==> src/sv/rplm_pkg.sv <==
// ----------------------------------------------------------------------------
// rplm_pkg
// shared types and constants of the reference picture list manager
// ----------------------------------------------------------------------------
`default_nettype none
package rplm_pkg;
    localparam int SHORT_DEPTH = 16;
    localparam int LONG_DEPTH  = 16;
    localparam int SIW = $clog2(SHORT_DEPTH);
    localparam int LIW = $clog2(LONG_DEPTH);
    localparam int CW  = 5;

    localparam logic [2:0] OP_INSERT   = 3'd0;
    localparam logic [2:0] OP_SLIDE    = 3'd1;
    localparam logic [2:0] OP_UNUSED   = 3'd2;
    localparam logic [2:0] OP_RM_SHORT = 3'd3;
    localparam logic [2:0] OP_TO_LONG  = 3'd4;
    localparam logic [2:0] OP_RM_LONG  = 3'd5;
    localparam logic [2:0] OP_CLEAR    = 3'd6;

    localparam logic [1:0] ST_OK      = 2'd0;
    localparam logic [1:0] ST_NOMATCH = 2'd1;
    localparam logic [1:0] ST_FULL    = 2'd2;
    localparam logic [1:0] MARK_USED  = 2'd3;
    localparam logic [1:0] MARK_NONE  = 2'd0;

    typedef struct packed {
        logic [16:0] num;
        logic        base;
        logic [1:0]  marking;
        logic [7:0]  handle;
        logic [2:0]  layer;
        logic        shown;
    } t_pic;

    // datapath commands
    // C_REL_SHORT, C_RM_LONG and C_CLR_LONG also emit a release transfer
    typedef enum logic [3:0] {
        C_NONE, C_LATCH, C_INSERT, C_SCAN_SHORT, C_KEY_LAST, C_KEY_SCAN,
        C_SHIFT, C_TO_LONG, C_RM_LONG, C_SCAN_LONG, C_CLR_LONG, C_EMIT,
        C_CLR_ALL, C_REL_SHORT
    } t_cmd;

    typedef struct packed {
        t_cmd           cmd;
        logic [SIW-1:0] sidx;
        logic [LIW-1:0] lidx;
        logic           ltab;  // long table select, base table when set
        logic           use_key;
        logic           rel_short; // emit release of short entry at sidx
    } t_ctl;

    typedef struct packed {
        logic          short_match;   // entry at sidx matches key or latched picture
        logic          short_unused;
        logic          long_used3;    // table entry at lidx has marking 3
        logic [CW-1:0] short_used;
    } t_sts;
endpackage
`default_nettype wire

==> src/sv/rplm_datapath.sv <==
// ----------------------------------------------------------------------------
// rplm_datapath
// list storage, key register, counters and release output register
// ----------------------------------------------------------------------------
`default_nettype none
module rplm_datapath (
    input  wire logic          i_clk,
    input  wire logic          i_rst_n,
    input  wire rplm_pkg::t_ctl i_ctl,
    input  wire rplm_pkg::t_pic i_pic,
    input  wire logic          i_rel,
    input  wire logic          i_last,
    input  wire logic [1:0]    i_status,
    output rplm_pkg::t_sts     o_sts,
    output logic               o_valid,
    output logic               o_release_valid,
    output logic [7:0]         o_release_handle,
    output logic [2:0]         o_release_layer,
    output logic               o_release_samples,
    output logic [4:0]         o_short_count,
    output logic [4:0]         o_long_count,
    output logic [4:0]         o_long_base_count,
    output logic [1:0]         o_status,
    output logic               o_last
);
    import rplm_pkg::*;

    t_pic r_short [SHORT_DEPTH];
    t_pic r_long  [LONG_DEPTH];
    t_pic r_lbase [LONG_DEPTH];
    logic [CW-1:0] r_su, r_lu, r_lbu;
    t_pic r_in;
    logic [16:0] r_knum;
    logic r_kbase;

    t_pic w_s, w_l;
    logic [16:0] w_num;
    logic w_base;
    logic w_emit;

    always_comb begin
        w_s = r_short[i_ctl.sidx];
        w_l = i_ctl.ltab ? r_lbase[i_ctl.lidx] : r_long[i_ctl.lidx];
        w_num  = i_ctl.use_key ? r_knum : r_in.num;
        w_base = i_ctl.use_key ? r_kbase : r_in.base;
        w_emit = (i_ctl.cmd == C_EMIT) || (i_ctl.cmd == C_REL_SHORT) ||
                 (i_ctl.cmd == C_RM_LONG) || (i_ctl.cmd == C_CLR_LONG);
        o_sts.short_match  = (w_s.num == w_num) && (w_s.base == w_base);
        o_sts.short_unused = (w_s.marking == MARK_NONE);
        o_sts.long_used3   = (w_l.marking == MARK_USED);
        o_sts.short_used   = r_su;
    end

    always_ff @(posedge i_clk) begin
        o_valid <= 1'b0;
        if (!i_rst_n) begin
            r_su <= '0;
            r_lu <= '0;
            r_lbu <= '0;
            for (int i = 0; i < LONG_DEPTH; i++) begin
                r_long[i].marking  <= MARK_NONE;
                r_lbase[i].marking <= MARK_NONE;
            end
        end else begin
            unique case (i_ctl.cmd)
                C_LATCH: r_in <= i_pic;
                C_INSERT: begin
                    for (int i = SHORT_DEPTH - 1; i > 0; i--) r_short[i] <= r_short[i-1];
                    r_short[0] <= r_in;
                    r_su <= r_su + 1'b1;
                end
                C_KEY_LAST, C_KEY_SCAN: begin
                    r_knum <= w_s.num;
                    r_kbase <= w_s.base;
                end
                C_SHIFT: begin
                    // one step of compaction toward the front
                    if (32'(i_ctl.sidx) + 1 < SHORT_DEPTH)
                        r_short[i_ctl.sidx] <= r_short[SIW'(32'(i_ctl.sidx) + 1)];
                end
                // count falls with the release so every transfer shows the final count
                C_REL_SHORT: r_su <= r_su - 1'b1;
                C_TO_LONG: begin
                    r_su <= r_su - 1'b1;
                    if (i_ctl.ltab) begin
                        r_lbase[i_ctl.lidx] <= w_s;
                        if (r_lbu < CW'(LONG_DEPTH)) r_lbu <= r_lbu + 1'b1;
                    end else begin
                        r_long[i_ctl.lidx] <= w_s;
                        if (r_lu < CW'(LONG_DEPTH)) r_lu <= r_lu + 1'b1;
                    end
                end
                C_RM_LONG: begin
                    if (i_ctl.ltab) begin
                        r_lbase[i_ctl.lidx].marking <= MARK_NONE;
                        if (r_lbu != 0) r_lbu <= r_lbu - 1'b1;
                    end else begin
                        r_long[i_ctl.lidx].marking <= MARK_NONE;
                        if (r_lu != 0) r_lu <= r_lu - 1'b1;
                    end
                end
                C_CLR_LONG: begin
                    if (i_ctl.ltab) r_lbase[i_ctl.lidx].marking <= MARK_NONE;
                    else r_long[i_ctl.lidx].marking <= MARK_NONE;
                end
                C_CLR_ALL: begin
                    r_su <= '0;
                    r_lu <= '0;
                    r_lbu <= '0;
                end
                default: ;
            endcase
        end
        if (i_rst_n && w_emit) begin
            o_valid <= 1'b1;
            o_release_valid <= i_rel;
            o_last <= i_last;
            o_status <= i_status;
            o_release_handle  <= !i_rel ? 8'd0 : i_ctl.rel_short ? w_s.handle : w_l.handle;
            o_release_layer   <= !i_rel ? 3'd0 : i_ctl.rel_short ? w_s.layer : w_l.layer;
            o_release_samples <= !i_rel ? 1'b0 : i_ctl.rel_short ? w_s.shown : w_l.shown;
        end
    end

    assign o_short_count = r_su;
    assign o_long_count = r_lu;
    assign o_long_base_count = r_lbu;
endmodule
`default_nettype wire

==> src/sv/rplm_ctrl.sv <==
// ----------------------------------------------------------------------------
// rplm_ctrl
// sequencer that walks the lists one entry per cycle, a used long entry read again after its release
// ----------------------------------------------------------------------------
`default_nettype none
module rplm_ctrl (
    input  wire logic           i_clk,
    input  wire logic           i_rst_n,
    input  wire logic           i_start,
    input  wire logic [2:0]     i_operation,
    input  wire logic           i_base_flag,
    input  wire logic [3:0]     i_long_index,
    input  wire rplm_pkg::t_sts i_sts,
    output rplm_pkg::t_ctl      o_ctl,
    output logic                o_rel,
    output logic                o_last,
    output logic [1:0]          o_status,
    output logic                o_busy
);
    import rplm_pkg::*;

    typedef enum logic [3:0] {
        S_IDLE, S_DISPATCH, S_UNUSED, S_FIND, S_REL, S_SHIFT, S_TOLONG,
        S_CLR_S, S_CLR_L, S_CLR_LREL, S_DONE, S_FIN
    } t_state;

    t_state r_state;
    logic [2:0] r_op;
    logic r_base;
    logic [3:0] r_li;
    logic [SIW-1:0] r_si;
    logic [LIW-1:0] r_lj;
    logic r_tab, r_key;
    logic [1:0] r_st;
    logic [CW-1:0] r_n;  // short entries to release in clear all

    // last valid short index
    logic [SIW-1:0] w_lastidx;
    logic w_at_end;
    logic w_clr_end;
    assign w_lastidx = SIW'(i_sts.short_used - 1'b1);
    assign w_at_end  = (CW'(r_si) + 1'b1) >= i_sts.short_used;
    assign w_clr_end = (CW'(r_si) + 1'b1) >= r_n;

    always_comb begin
        o_ctl = '0;
        o_ctl.sidx = r_si;
        o_ctl.lidx = r_lj;
        o_ctl.ltab = r_tab;
        o_ctl.use_key = r_key;
        o_rel = 1'b0;
        o_last = 1'b0;
        o_status = r_st;
        unique case (r_state)
            S_IDLE: if (i_start) o_ctl.cmd = C_LATCH;
            S_FIND, S_UNUSED: o_ctl.cmd = C_NONE;
            S_REL: begin
                o_ctl.cmd = C_REL_SHORT;
                o_ctl.rel_short = 1'b1;
                o_rel = 1'b1;
            end
            S_CLR_S: begin
                o_ctl.cmd = C_EMIT;
                o_ctl.rel_short = 1'b1;
                o_rel = 1'b1;
            end
            S_CLR_LREL: begin
                o_ctl.cmd = C_CLR_LONG;
                o_rel = 1'b1;
            end
            // count already lowered, so entries below it still need a step
            S_SHIFT: o_ctl.cmd = (CW'(r_si) < i_sts.short_used) ? C_SHIFT : C_NONE;
            S_FIN: begin
                o_ctl.cmd = C_EMIT;
                o_last = 1'b1;
            end
            default: ;
        endcase
        // side actions decided in the clocked block are issued here
        if (r_state == S_DISPATCH) begin
            unique case (r_op)
                OP_INSERT: if (i_sts.short_used < CW'(SHORT_DEPTH)) o_ctl.cmd = C_INSERT;
                OP_SLIDE: begin
                    o_ctl.sidx = w_lastidx;
                    o_ctl.cmd = C_KEY_LAST;
                end
                OP_RM_LONG: begin
                    o_ctl.lidx = r_li[LIW-1:0];
                    o_ctl.ltab = r_base;
                end
                OP_CLEAR: o_ctl.cmd = C_CLR_ALL;
                default: ;
            endcase
        end
        if (r_state == S_UNUSED && i_sts.short_used != 0) begin
            if (i_sts.short_unused) begin
                o_ctl.cmd = C_KEY_SCAN;
            end else if (w_at_end) begin
                o_ctl.sidx = w_lastidx;
                o_ctl.cmd = C_KEY_LAST;
            end
        end
        if (r_state == S_TOLONG) begin
            o_ctl.cmd = C_TO_LONG;
            o_ctl.ltab = r_base;
            o_ctl.lidx = r_li[LIW-1:0];
        end
        if (r_state == S_DONE && r_op == OP_RM_LONG && r_st == ST_OK) begin
            // marking cleared together with release
            o_ctl.cmd = C_RM_LONG;
            o_ctl.lidx = r_li[LIW-1:0];
            o_ctl.ltab = r_base;
            o_rel = 1'b1;
        end
    end

    always_ff @(posedge i_clk) begin
        if (!i_rst_n) begin
            r_state <= S_IDLE;
            o_busy <= 1'b0;
        end else begin
            unique case (r_state)
                S_IDLE: if (i_start) begin
                    r_op <= i_operation;
                    r_base <= i_base_flag;
                    r_li <= i_long_index;
                    r_si <= '0;
                    r_lj <= '0;
                    r_tab <= 1'b0;
                    r_key <= 1'b0;
                    r_st <= ST_OK;
                    o_busy <= 1'b1;
                    r_state <= S_DISPATCH;
                end
                S_DISPATCH: begin
                    unique case (r_op)
                        OP_INSERT: begin
                            if (i_sts.short_used >= CW'(SHORT_DEPTH)) r_st <= ST_FULL;
                            r_state <= S_FIN;
                        end
                        OP_SLIDE: begin
                            if (i_sts.short_used == 0) begin
                                r_st <= ST_NOMATCH;
                                r_state <= S_FIN;
                            end else begin
                                r_key <= 1'b1;
                                r_state <= S_FIND;
                            end
                        end
                        OP_UNUSED: r_state <= S_UNUSED;
                        OP_RM_SHORT, OP_TO_LONG: r_state <= S_FIND;
                        OP_RM_LONG: begin
                            r_lj <= r_li[LIW-1:0];
                            r_tab <= r_base;
                            if (32'(r_li) >= LONG_DEPTH || !i_sts.long_used3)
                                r_st <= ST_NOMATCH;
                            r_state <= S_DONE;
                        end
                        OP_CLEAR: begin
                            r_n <= i_sts.short_used;
                            r_state <= (i_sts.short_used != 0) ? S_CLR_S : S_CLR_L;
                        end
                        default: r_state <= S_FIN;
                    endcase
                end
                S_UNUSED: begin
                    if (i_sts.short_used == 0) begin
                        r_st <= ST_NOMATCH;
                        r_state <= S_FIN;
                    end else if (i_sts.short_unused || w_at_end) begin
                        // unused entry found, or fall back to the sliding window
                        r_si <= '0;
                        r_key <= 1'b1;
                        r_state <= S_FIND;
                    end else r_si <= r_si + 1'b1;
                end
                S_FIND: begin
                    if (CW'(r_si) >= i_sts.short_used) begin
                        r_st <= ST_NOMATCH;
                        r_state <= S_FIN;
                    end else if (i_sts.short_match) begin
                        if (r_op == OP_TO_LONG)
                            r_state <= (32'(r_li) >= LONG_DEPTH) ? S_FIN : S_TOLONG;
                        else r_state <= S_REL;
                        if (r_op == OP_TO_LONG && 32'(r_li) >= LONG_DEPTH)
                            r_st <= ST_NOMATCH;
                    end else if (w_at_end) begin
                        r_st <= ST_NOMATCH;
                        r_state <= S_FIN;
                    end else r_si <= r_si + 1'b1;
                end
                S_REL, S_TOLONG: r_state <= S_SHIFT;
                S_SHIFT: begin
                    if (w_at_end) r_state <= S_FIN;
                    else r_si <= r_si + 1'b1;
                end
                S_CLR_S: begin
                    if (w_clr_end) r_state <= S_CLR_L;
                    else r_si <= r_si + 1'b1;
                end
                S_CLR_L: begin
                    if (i_sts.long_used3) r_state <= S_CLR_LREL;
                    else if (r_lj == LIW'(LONG_DEPTH - 1)) begin
                        if (r_tab) r_state <= S_DONE;
                        else begin
                            r_tab <= 1'b1;
                            r_lj <= '0;
                        end
                    end else r_lj <= r_lj + 1'b1;
                end
                // same slot is read again with its marking now cleared
                S_CLR_LREL: r_state <= S_CLR_L;
                S_DONE: r_state <= S_FIN;
                S_FIN: begin
                    o_busy <= 1'b0;
                    r_state <= S_IDLE;
                end
                default: r_state <= S_IDLE;
            endcase
        end
    end
endmodule
`default_nettype wire

==> src/sv/reference_picture_list_manager.sv <==
// at most one release per cycle
// throughput: one operation at a time, busy high from acceptance until the closing result
// the list walk in the sequencer goes one entry per cycle, a used long entry read again after
// its release; no result stalls
// reset: synchronous active-low; counts and long markings cleared at once
// ----------------------------------------------------------------------------
// reference_picture_list_manager
// short and long term reference list keeper with release events
// ----------------------------------------------------------------------------
`default_nettype none
module reference_picture_list_manager (
    input  wire logic        i_clk,
    input  wire logic        i_rst_n,
    input  wire logic        start,
    output logic             busy,
    input  wire logic [2:0]  i_operation,
    input  wire logic signed [16:0] i_picture_number,
    input  wire logic        i_base_flag,
    input  wire logic [3:0]  i_long_index,
    input  wire logic [7:0]  i_buffer_handle,
    input  wire logic [2:0]  i_layer_number,
    input  wire logic        i_shown_flag,
    input  wire logic [1:0]  i_marking,
    output logic             o_strobe,
    output logic             o_release_valid,
    output logic [7:0]       o_release_handle,
    output logic [2:0]       o_release_layer,
    output logic             o_release_samples,
    output logic [4:0]       o_short_count,
    output logic [4:0]       o_long_count,
    output logic [4:0]       o_long_base_count,
    output logic [1:0]       o_status,
    output logic             o_last
);
    import rplm_pkg::*;

    t_ctl w_ctl;
    t_sts w_sts;
    t_pic w_pic;
    logic w_rel, w_last;
    logic [1:0] w_st;

    assign w_pic = '{num: i_picture_number, base: i_base_flag, marking: i_marking,
                     handle: i_buffer_handle, layer: i_layer_number, shown: i_shown_flag};

    rplm_ctrl u_ctrl (
        .i_clk, .i_rst_n, .i_start(start), .i_operation, .i_base_flag, .i_long_index,
        .i_sts(w_sts), .o_ctl(w_ctl), .o_rel(w_rel), .o_last(w_last),
        .o_status(w_st), .o_busy(busy)
    );

    rplm_datapath u_dp (
        .i_clk, .i_rst_n, .i_ctl(w_ctl), .i_pic(w_pic),
        .i_rel(w_rel), .i_last(w_last), .i_status(w_st), .o_sts(w_sts),
        .o_valid(o_strobe), .o_release_valid, .o_release_handle, .o_release_layer,
        .o_release_samples, .o_short_count, .o_long_count, .o_long_base_count,
        .o_status, .o_last
    );
endmodule
`default_nettype wire

==> config.mk <==
export PLATFORM = sky130hd
export DESIGN_NAME = reference_picture_list_manager
export DESIGN_NICKNAME = d
export VERILOG_FILES = /design/src/sv/rplm_pkg.sv /design/src/sv/rplm_datapath.sv /design/src/sv/rplm_ctrl.sv /design/src/sv/reference_picture_list_manager.sv
export SDC_FILE = /design/constraint.sdc
export NUM_CORES = 2
export LEC_CHECK = 0
export BUFFER_PORTS_ARGS = -buffer_cell sky130_fd_sc_hd__buf_2
export CAP_MARGIN = 20
export CELL_PAD_IN_SITES_DETAIL_PLACEMENT = 1
export CELL_PAD_IN_SITES_GLOBAL_PLACEMENT = 2
export CORE_MARGIN = 2
export CORE_UTILIZATION = 44
export CTS_CLUSTER_DIAMETER = 80
export DETAILED_ROUTE_END_ITERATION = 6
export GPL_ROUTABILITY_DRIVEN = 0
export PLACE_DENSITY_LB_ADDON = 0.1
export SYNTH_ARGS = -nofsm -noshare
export SYNTH_HDL_FRONTEND = slang
export SYNTH_SLANG_ARGS = --single-unit
==> constraint.sdc <==
create_clock -name i_clk -period 6.55 [get_ports i_clk]
set_clock_uncertainty 0.1 [all_clocks]
set_input_delay 0.655 -clock i_clk [delete_from_list [all_inputs] [get_ports i_clk]]
set_output_delay 0.655 -clock i_clk [all_outputs]
set_load 0.03 [all_outputs]
==> flow_summary_export.csv <==
group,metric,value,unit
global_route,grt_max_degree,49,
worst_setup_path,r2r.worst_path.cells,23,
cts,clk_pin_slew,0.06,ns
global_route,grtUsageTotal,27.2,%
floorplanning,top_level_ports,75,
yosys,yosysUniqueCellTypes,86,
worst_hold_path,whs_path_depth,1,
worst_setup_path,crit_arrival,6.76,ns
yosys,yosysTopAreaCellShare,58.2,%
yosys,yosysSeqAreaShare,59.0,%
global_route,first_global_vias,34600,
sta,fin_crit_sh,97.3,%
cts,clk_latency,0.73,ns
floorplanning,rows,128,
sta,drv_slew,0,
worst_setup_path,cp_max_fo,13,
worst_setup_path,r2r-start,"u_ctrl.r_si[1]$_DFFE_PP_",
cts,cts_sinks,1072,
yosys,synth_top_cell_by_area,"edfxtp_1",
global_route,gr-total-overflow,0,
floorplanning,initial_core_util,44.4,%
finish,fin_nets,3467,
yosys,synth_edf_count,1051,
worst_hold_path,min_from,"i_buffer_handle[6]",
cts,htree_num_levels,3,
yosys,ys_warn_count,12,
worst_setup_path,path_class,"register to register",
floorplanning,die_area,126000,sq um
worst_setup_path,cp-startpoint,"u_ctrl.r_si[1]$_DFFE_PP_",
floorplanning,die_h,355,microns
place,io_buffers,74,
floorplanning,die_w,355,microns
worst_hold_path,worstHoldPathType,"input port to register",
power_and_ir_drop,ir_worst_vdd,0.000242,V
worst_setup_path,worstReg2RegEnd,"u_ctrl.o_status[1]$_DFFE_PP_",
yosys,synthCells,3256,
cts,cts_tree,"yes",
drt,viasPerCell,6.42,
drt,drt_iter0_markers,2832,
sta,max_freq,157,MHz
finish,multi_input_area,21000,sq um
drt,drt-total-wl,172000,microns
sta,hold_viol,0,
yosys,syn_nets,3328,
yosys,async_flop_share,0,%
finish,regArea,32000,sq um
place,post-dp-hpwl,109000,microns
yosys,ys.flop_type,"edfxtp_1",
sta,setup_slack,0.180,ns
yosys,ys_top_cells_by_area,"edfxtp_1, mux4_2, mux2_2",
power_and_ir_drop,p_total,0.0266,W
finish,nFillCells,11400,
worst_hold_path,hold-path-endpoint,"u_dp.r_in[10]$_DFFE_PP_",
finish,design_area,62000,sq um
drt,antenna_left,0,
drt,wl_per_cell,33.6,microns
sta,max-slew-margin-rel,26.5,%
floorplanning,coreArea,122000,sq um
yosys,syn_avg_cell_area,16.6,sq um
power_and_ir_drop,powerDensity,428,nW/um^2
sta,finalSetupTns,0,ns
power_and_ir_drop,leakagePower,20.3,nW
run_status,status,"complete, no violations",
sta,period_needed,6.37,ns
job,maxCapViolations,0,
place,place_area,57300,sq um
worst_setup_path,worstPathRequired,6.93,ns
finish,n_antenna_cell,0,
finish,area_growth,14.4,%
drt,drcViolationCount,0,
sta,tightest_slew,1.09,ns
cts,numCtsBuffers,117,
finish,drive_above_1_share,38.7,%
drt,vias,32900,
worst_setup_path,cp-start-kind,"register",
sta,setup_viol,0,
global_route,antenna_found_initial,2,
yosys,syn_area,54200,sq um
worst_setup_path,r2r_slack,0.18,ns
place,dpl_worst_slack,-0.186,ns
worst_setup_path,critPathCaptureType,"register",
finish,final_util,50.8,%
global_route,grt_pass1_wl,250000,microns
cts,cts-root-buf,"clkbuf_16",
drt,dr.pass1.iters,5,
yosys,ys_ff_latch,1072,
cts,clockBufferDepth,3,
==> cell usage in the layout (no fill, tap or decap), types with 14 or more instances in the layout <==
cell type | synthesis | routed
a21oi_1 | 75 | 73
a22oi_1 | 69 | 67
a31oi_1 | 14 | 14
buf_12 | 5 | 47
buf_2 | 42 | 74
buf_4 | 40 | 143
buf_6 | 8 | 17
bufinv_16 | 0 | 14
clkbuf_1 | 183 | 16
clkbuf_16 | 0 | 122
clkinv_1 | 0 | 37
clkinv_2 | 0 | 16
dfxtp_1 | 21 | 21
dlygate4sd3_1 | 0 | 35
edfxtp_1 | 1051 | 1051
ha_1 | 28 | 26
inv_1 | 28 | 27
mux2_1 | 69 | 69
mux2_2 | 392 | 392
mux2_4 | 29 | 29
mux2i_1 | 81 | 76
mux4_2 | 385 | 385
nand2_1 | 146 | 140
nand3_1 | 38 | 38
nor2_1 | 116 | 112
nor2b_1 | 19 | 17
nor3_1 | 56 | 46
o21ai_0 | 69 | 65
==> area by class of cell <==
type                            count  area share (%)
Tap cell                         1625            3.28
Clock inverter                     82            1.30
Clock buffer                      134            4.86
Sequential cell                  1072            51.6
Inverter                           30           0.182
Multi-Input combinational cell   1852            33.8
Timing Repair Buffer              322            4.94
==> worst max-delay path: stages, from the launching register on <==
cell      delay [ns]
edfxtp_1        0.51
ha_4            0.22
xor2_1          0.26
ha_1            0.30
o21a_1          0.11
o21a_1          0.17
o21a_1          0.27
nor2_4          0.17
nor2_1          0.09
a21oi_2         0.28
buf_6           0.19
mux2i_4         0.25
buf_12          0.16
buf_12          0.19
buf_4           0.27
mux2_2          0.40
mux2i_2         0.28
o221ai_1        0.22
a211oi_1        0.22
o21ai_0         0.13
or4_4           0.54
nor2_4          0.33
nor2_1          0.09
o311a_1         0.34
==> registers in the layout, summed over array words and instances (netlist names), 4 cells and up <==
signal / cells
u_ctrl.r_li: 4
u_dp.r_short: 512
u_dp.o_short_count: 5
u_dp.r_long: 224
u_dp.o_long_count: 5
u_dp.r_lbase: 224
u_dp.r_in: 32
u_ctrl.r_lj: 4
u_dp.r_knum: 17
u_ctrl.r_n: 5
u_ctrl.r_state: 4
u_dp.o_long_base_count: 5
u_ctrl.r_si: 4
u_dp.o_release_handle: 8
==> where the power goes <==
part | internal [W] | total (W) | leakage [nW] | switching, W
Combinational | 0.00427 | 0.0111 | 8.71 | 0.00684
Sequential | 0.00851 | 0.00872 | 9.73 | 0.000204
Clock | 0.00384 | 0.00673 | 1.85 | 0.00289
Total | 0.0166 | 0.0265 | 20.3 | 0.00993
==> routing by layer <==
metal  GRT usage [%]  part of all wire, %  vias up
met2            46.7                   51     1111
li1                -                    -    13600
met5               0                    0        -
met3            3.45                  5.1      264
met1            36.3                   41    17900
met4            8.19                  3.0        0
==> worst max-delay path by stage <==
stage,cells after the start,to
global route,24,u_ctrl.o_status[1]$_DFFE_PP_
floorplan,22,u_dp.r_short[7][21]$_DFFE_PP_
CTS,18,u_ctrl.o_status[0]$_DFFE_PP_
detailed placement,18,u_ctrl.o_status[0]$_DFFE_PP_
global placement,18,u_ctrl.r_state[1]$_SDFFE_PN0P_
finish,23,u_ctrl.o_status[1]$_DFFE_PP_
==> kinds of logic (layout without fill, tap and decap cells) <==
| logic type | Yosys count | count (layout) | synth area share [%] |
|---|---|---|---|
| compound gates | 343 | 343 | 4.26 |
| xor+xnor | 26 | 26 | 0.420 |
| fa+ha+maj | 30 | 30 | 0.720 |
| buf+inv | 332 | 568 | 2.96 |
| flops | 1072 | 1072 | 59.0 |
| mux | 962 | 962 | 28.2 |
| simple gates | 491 | 491 | 4.45 |
==> stage by stage <==
step	hold WS, ns	instances
floorplan	0.351	3256
global placement	0.343	4822
detailed placement	0.349	4833
CTS	0.00117	5084
global route	0.0140	5117
finish	0.0550	5117
==> Yosys cell counts, types with 6 or more instances <==
library cell	number
and3_1	21
mux4_1	6
a31oi_1	14
mux2i_1	81
o21a_1	9
a22oi_1	69
o21ai_0	69
mux2_2	392
nor4_1	16
or2_2	6
nor2_1	116
a211o_1	12
mux2_1	69
xor2_1	12
a21o_1	12
buf_1	23
mux4_2	385
nand2_1	146
nor2b_1	19
mux2_4	29
a2111oi_0	7
dfxtp_1	21
a211oi_1	6
edfxtp_1	1051
nor3_1	56
nand3_1	38
clkbuf_1	183
nand4_1	8
and2_1	10
xnor2_1	14
nand2b_1	16
buf_4	40
ha_1	28
buf_2	42
a221oi_1	9
a311oi_1	7
a21oi_1	75
buf_6	8
inv_1	28
==> repair_timing <==
| item | in CTS | in global routing |
|---|---|---|
| cloned | 0 | 4 |
| hold endpoints to repair | 35 | 0 |
| gates resized for setup | 2 | 30 |
| pin swaps | 0 | 4 |
| endpoints found under the setup margin | 7 | 1175 |
| setup buffers | 0 | 27 |
| hold buffers | 35 | 0 |
No activity file was read; power rests on OpenSTA's default activity.
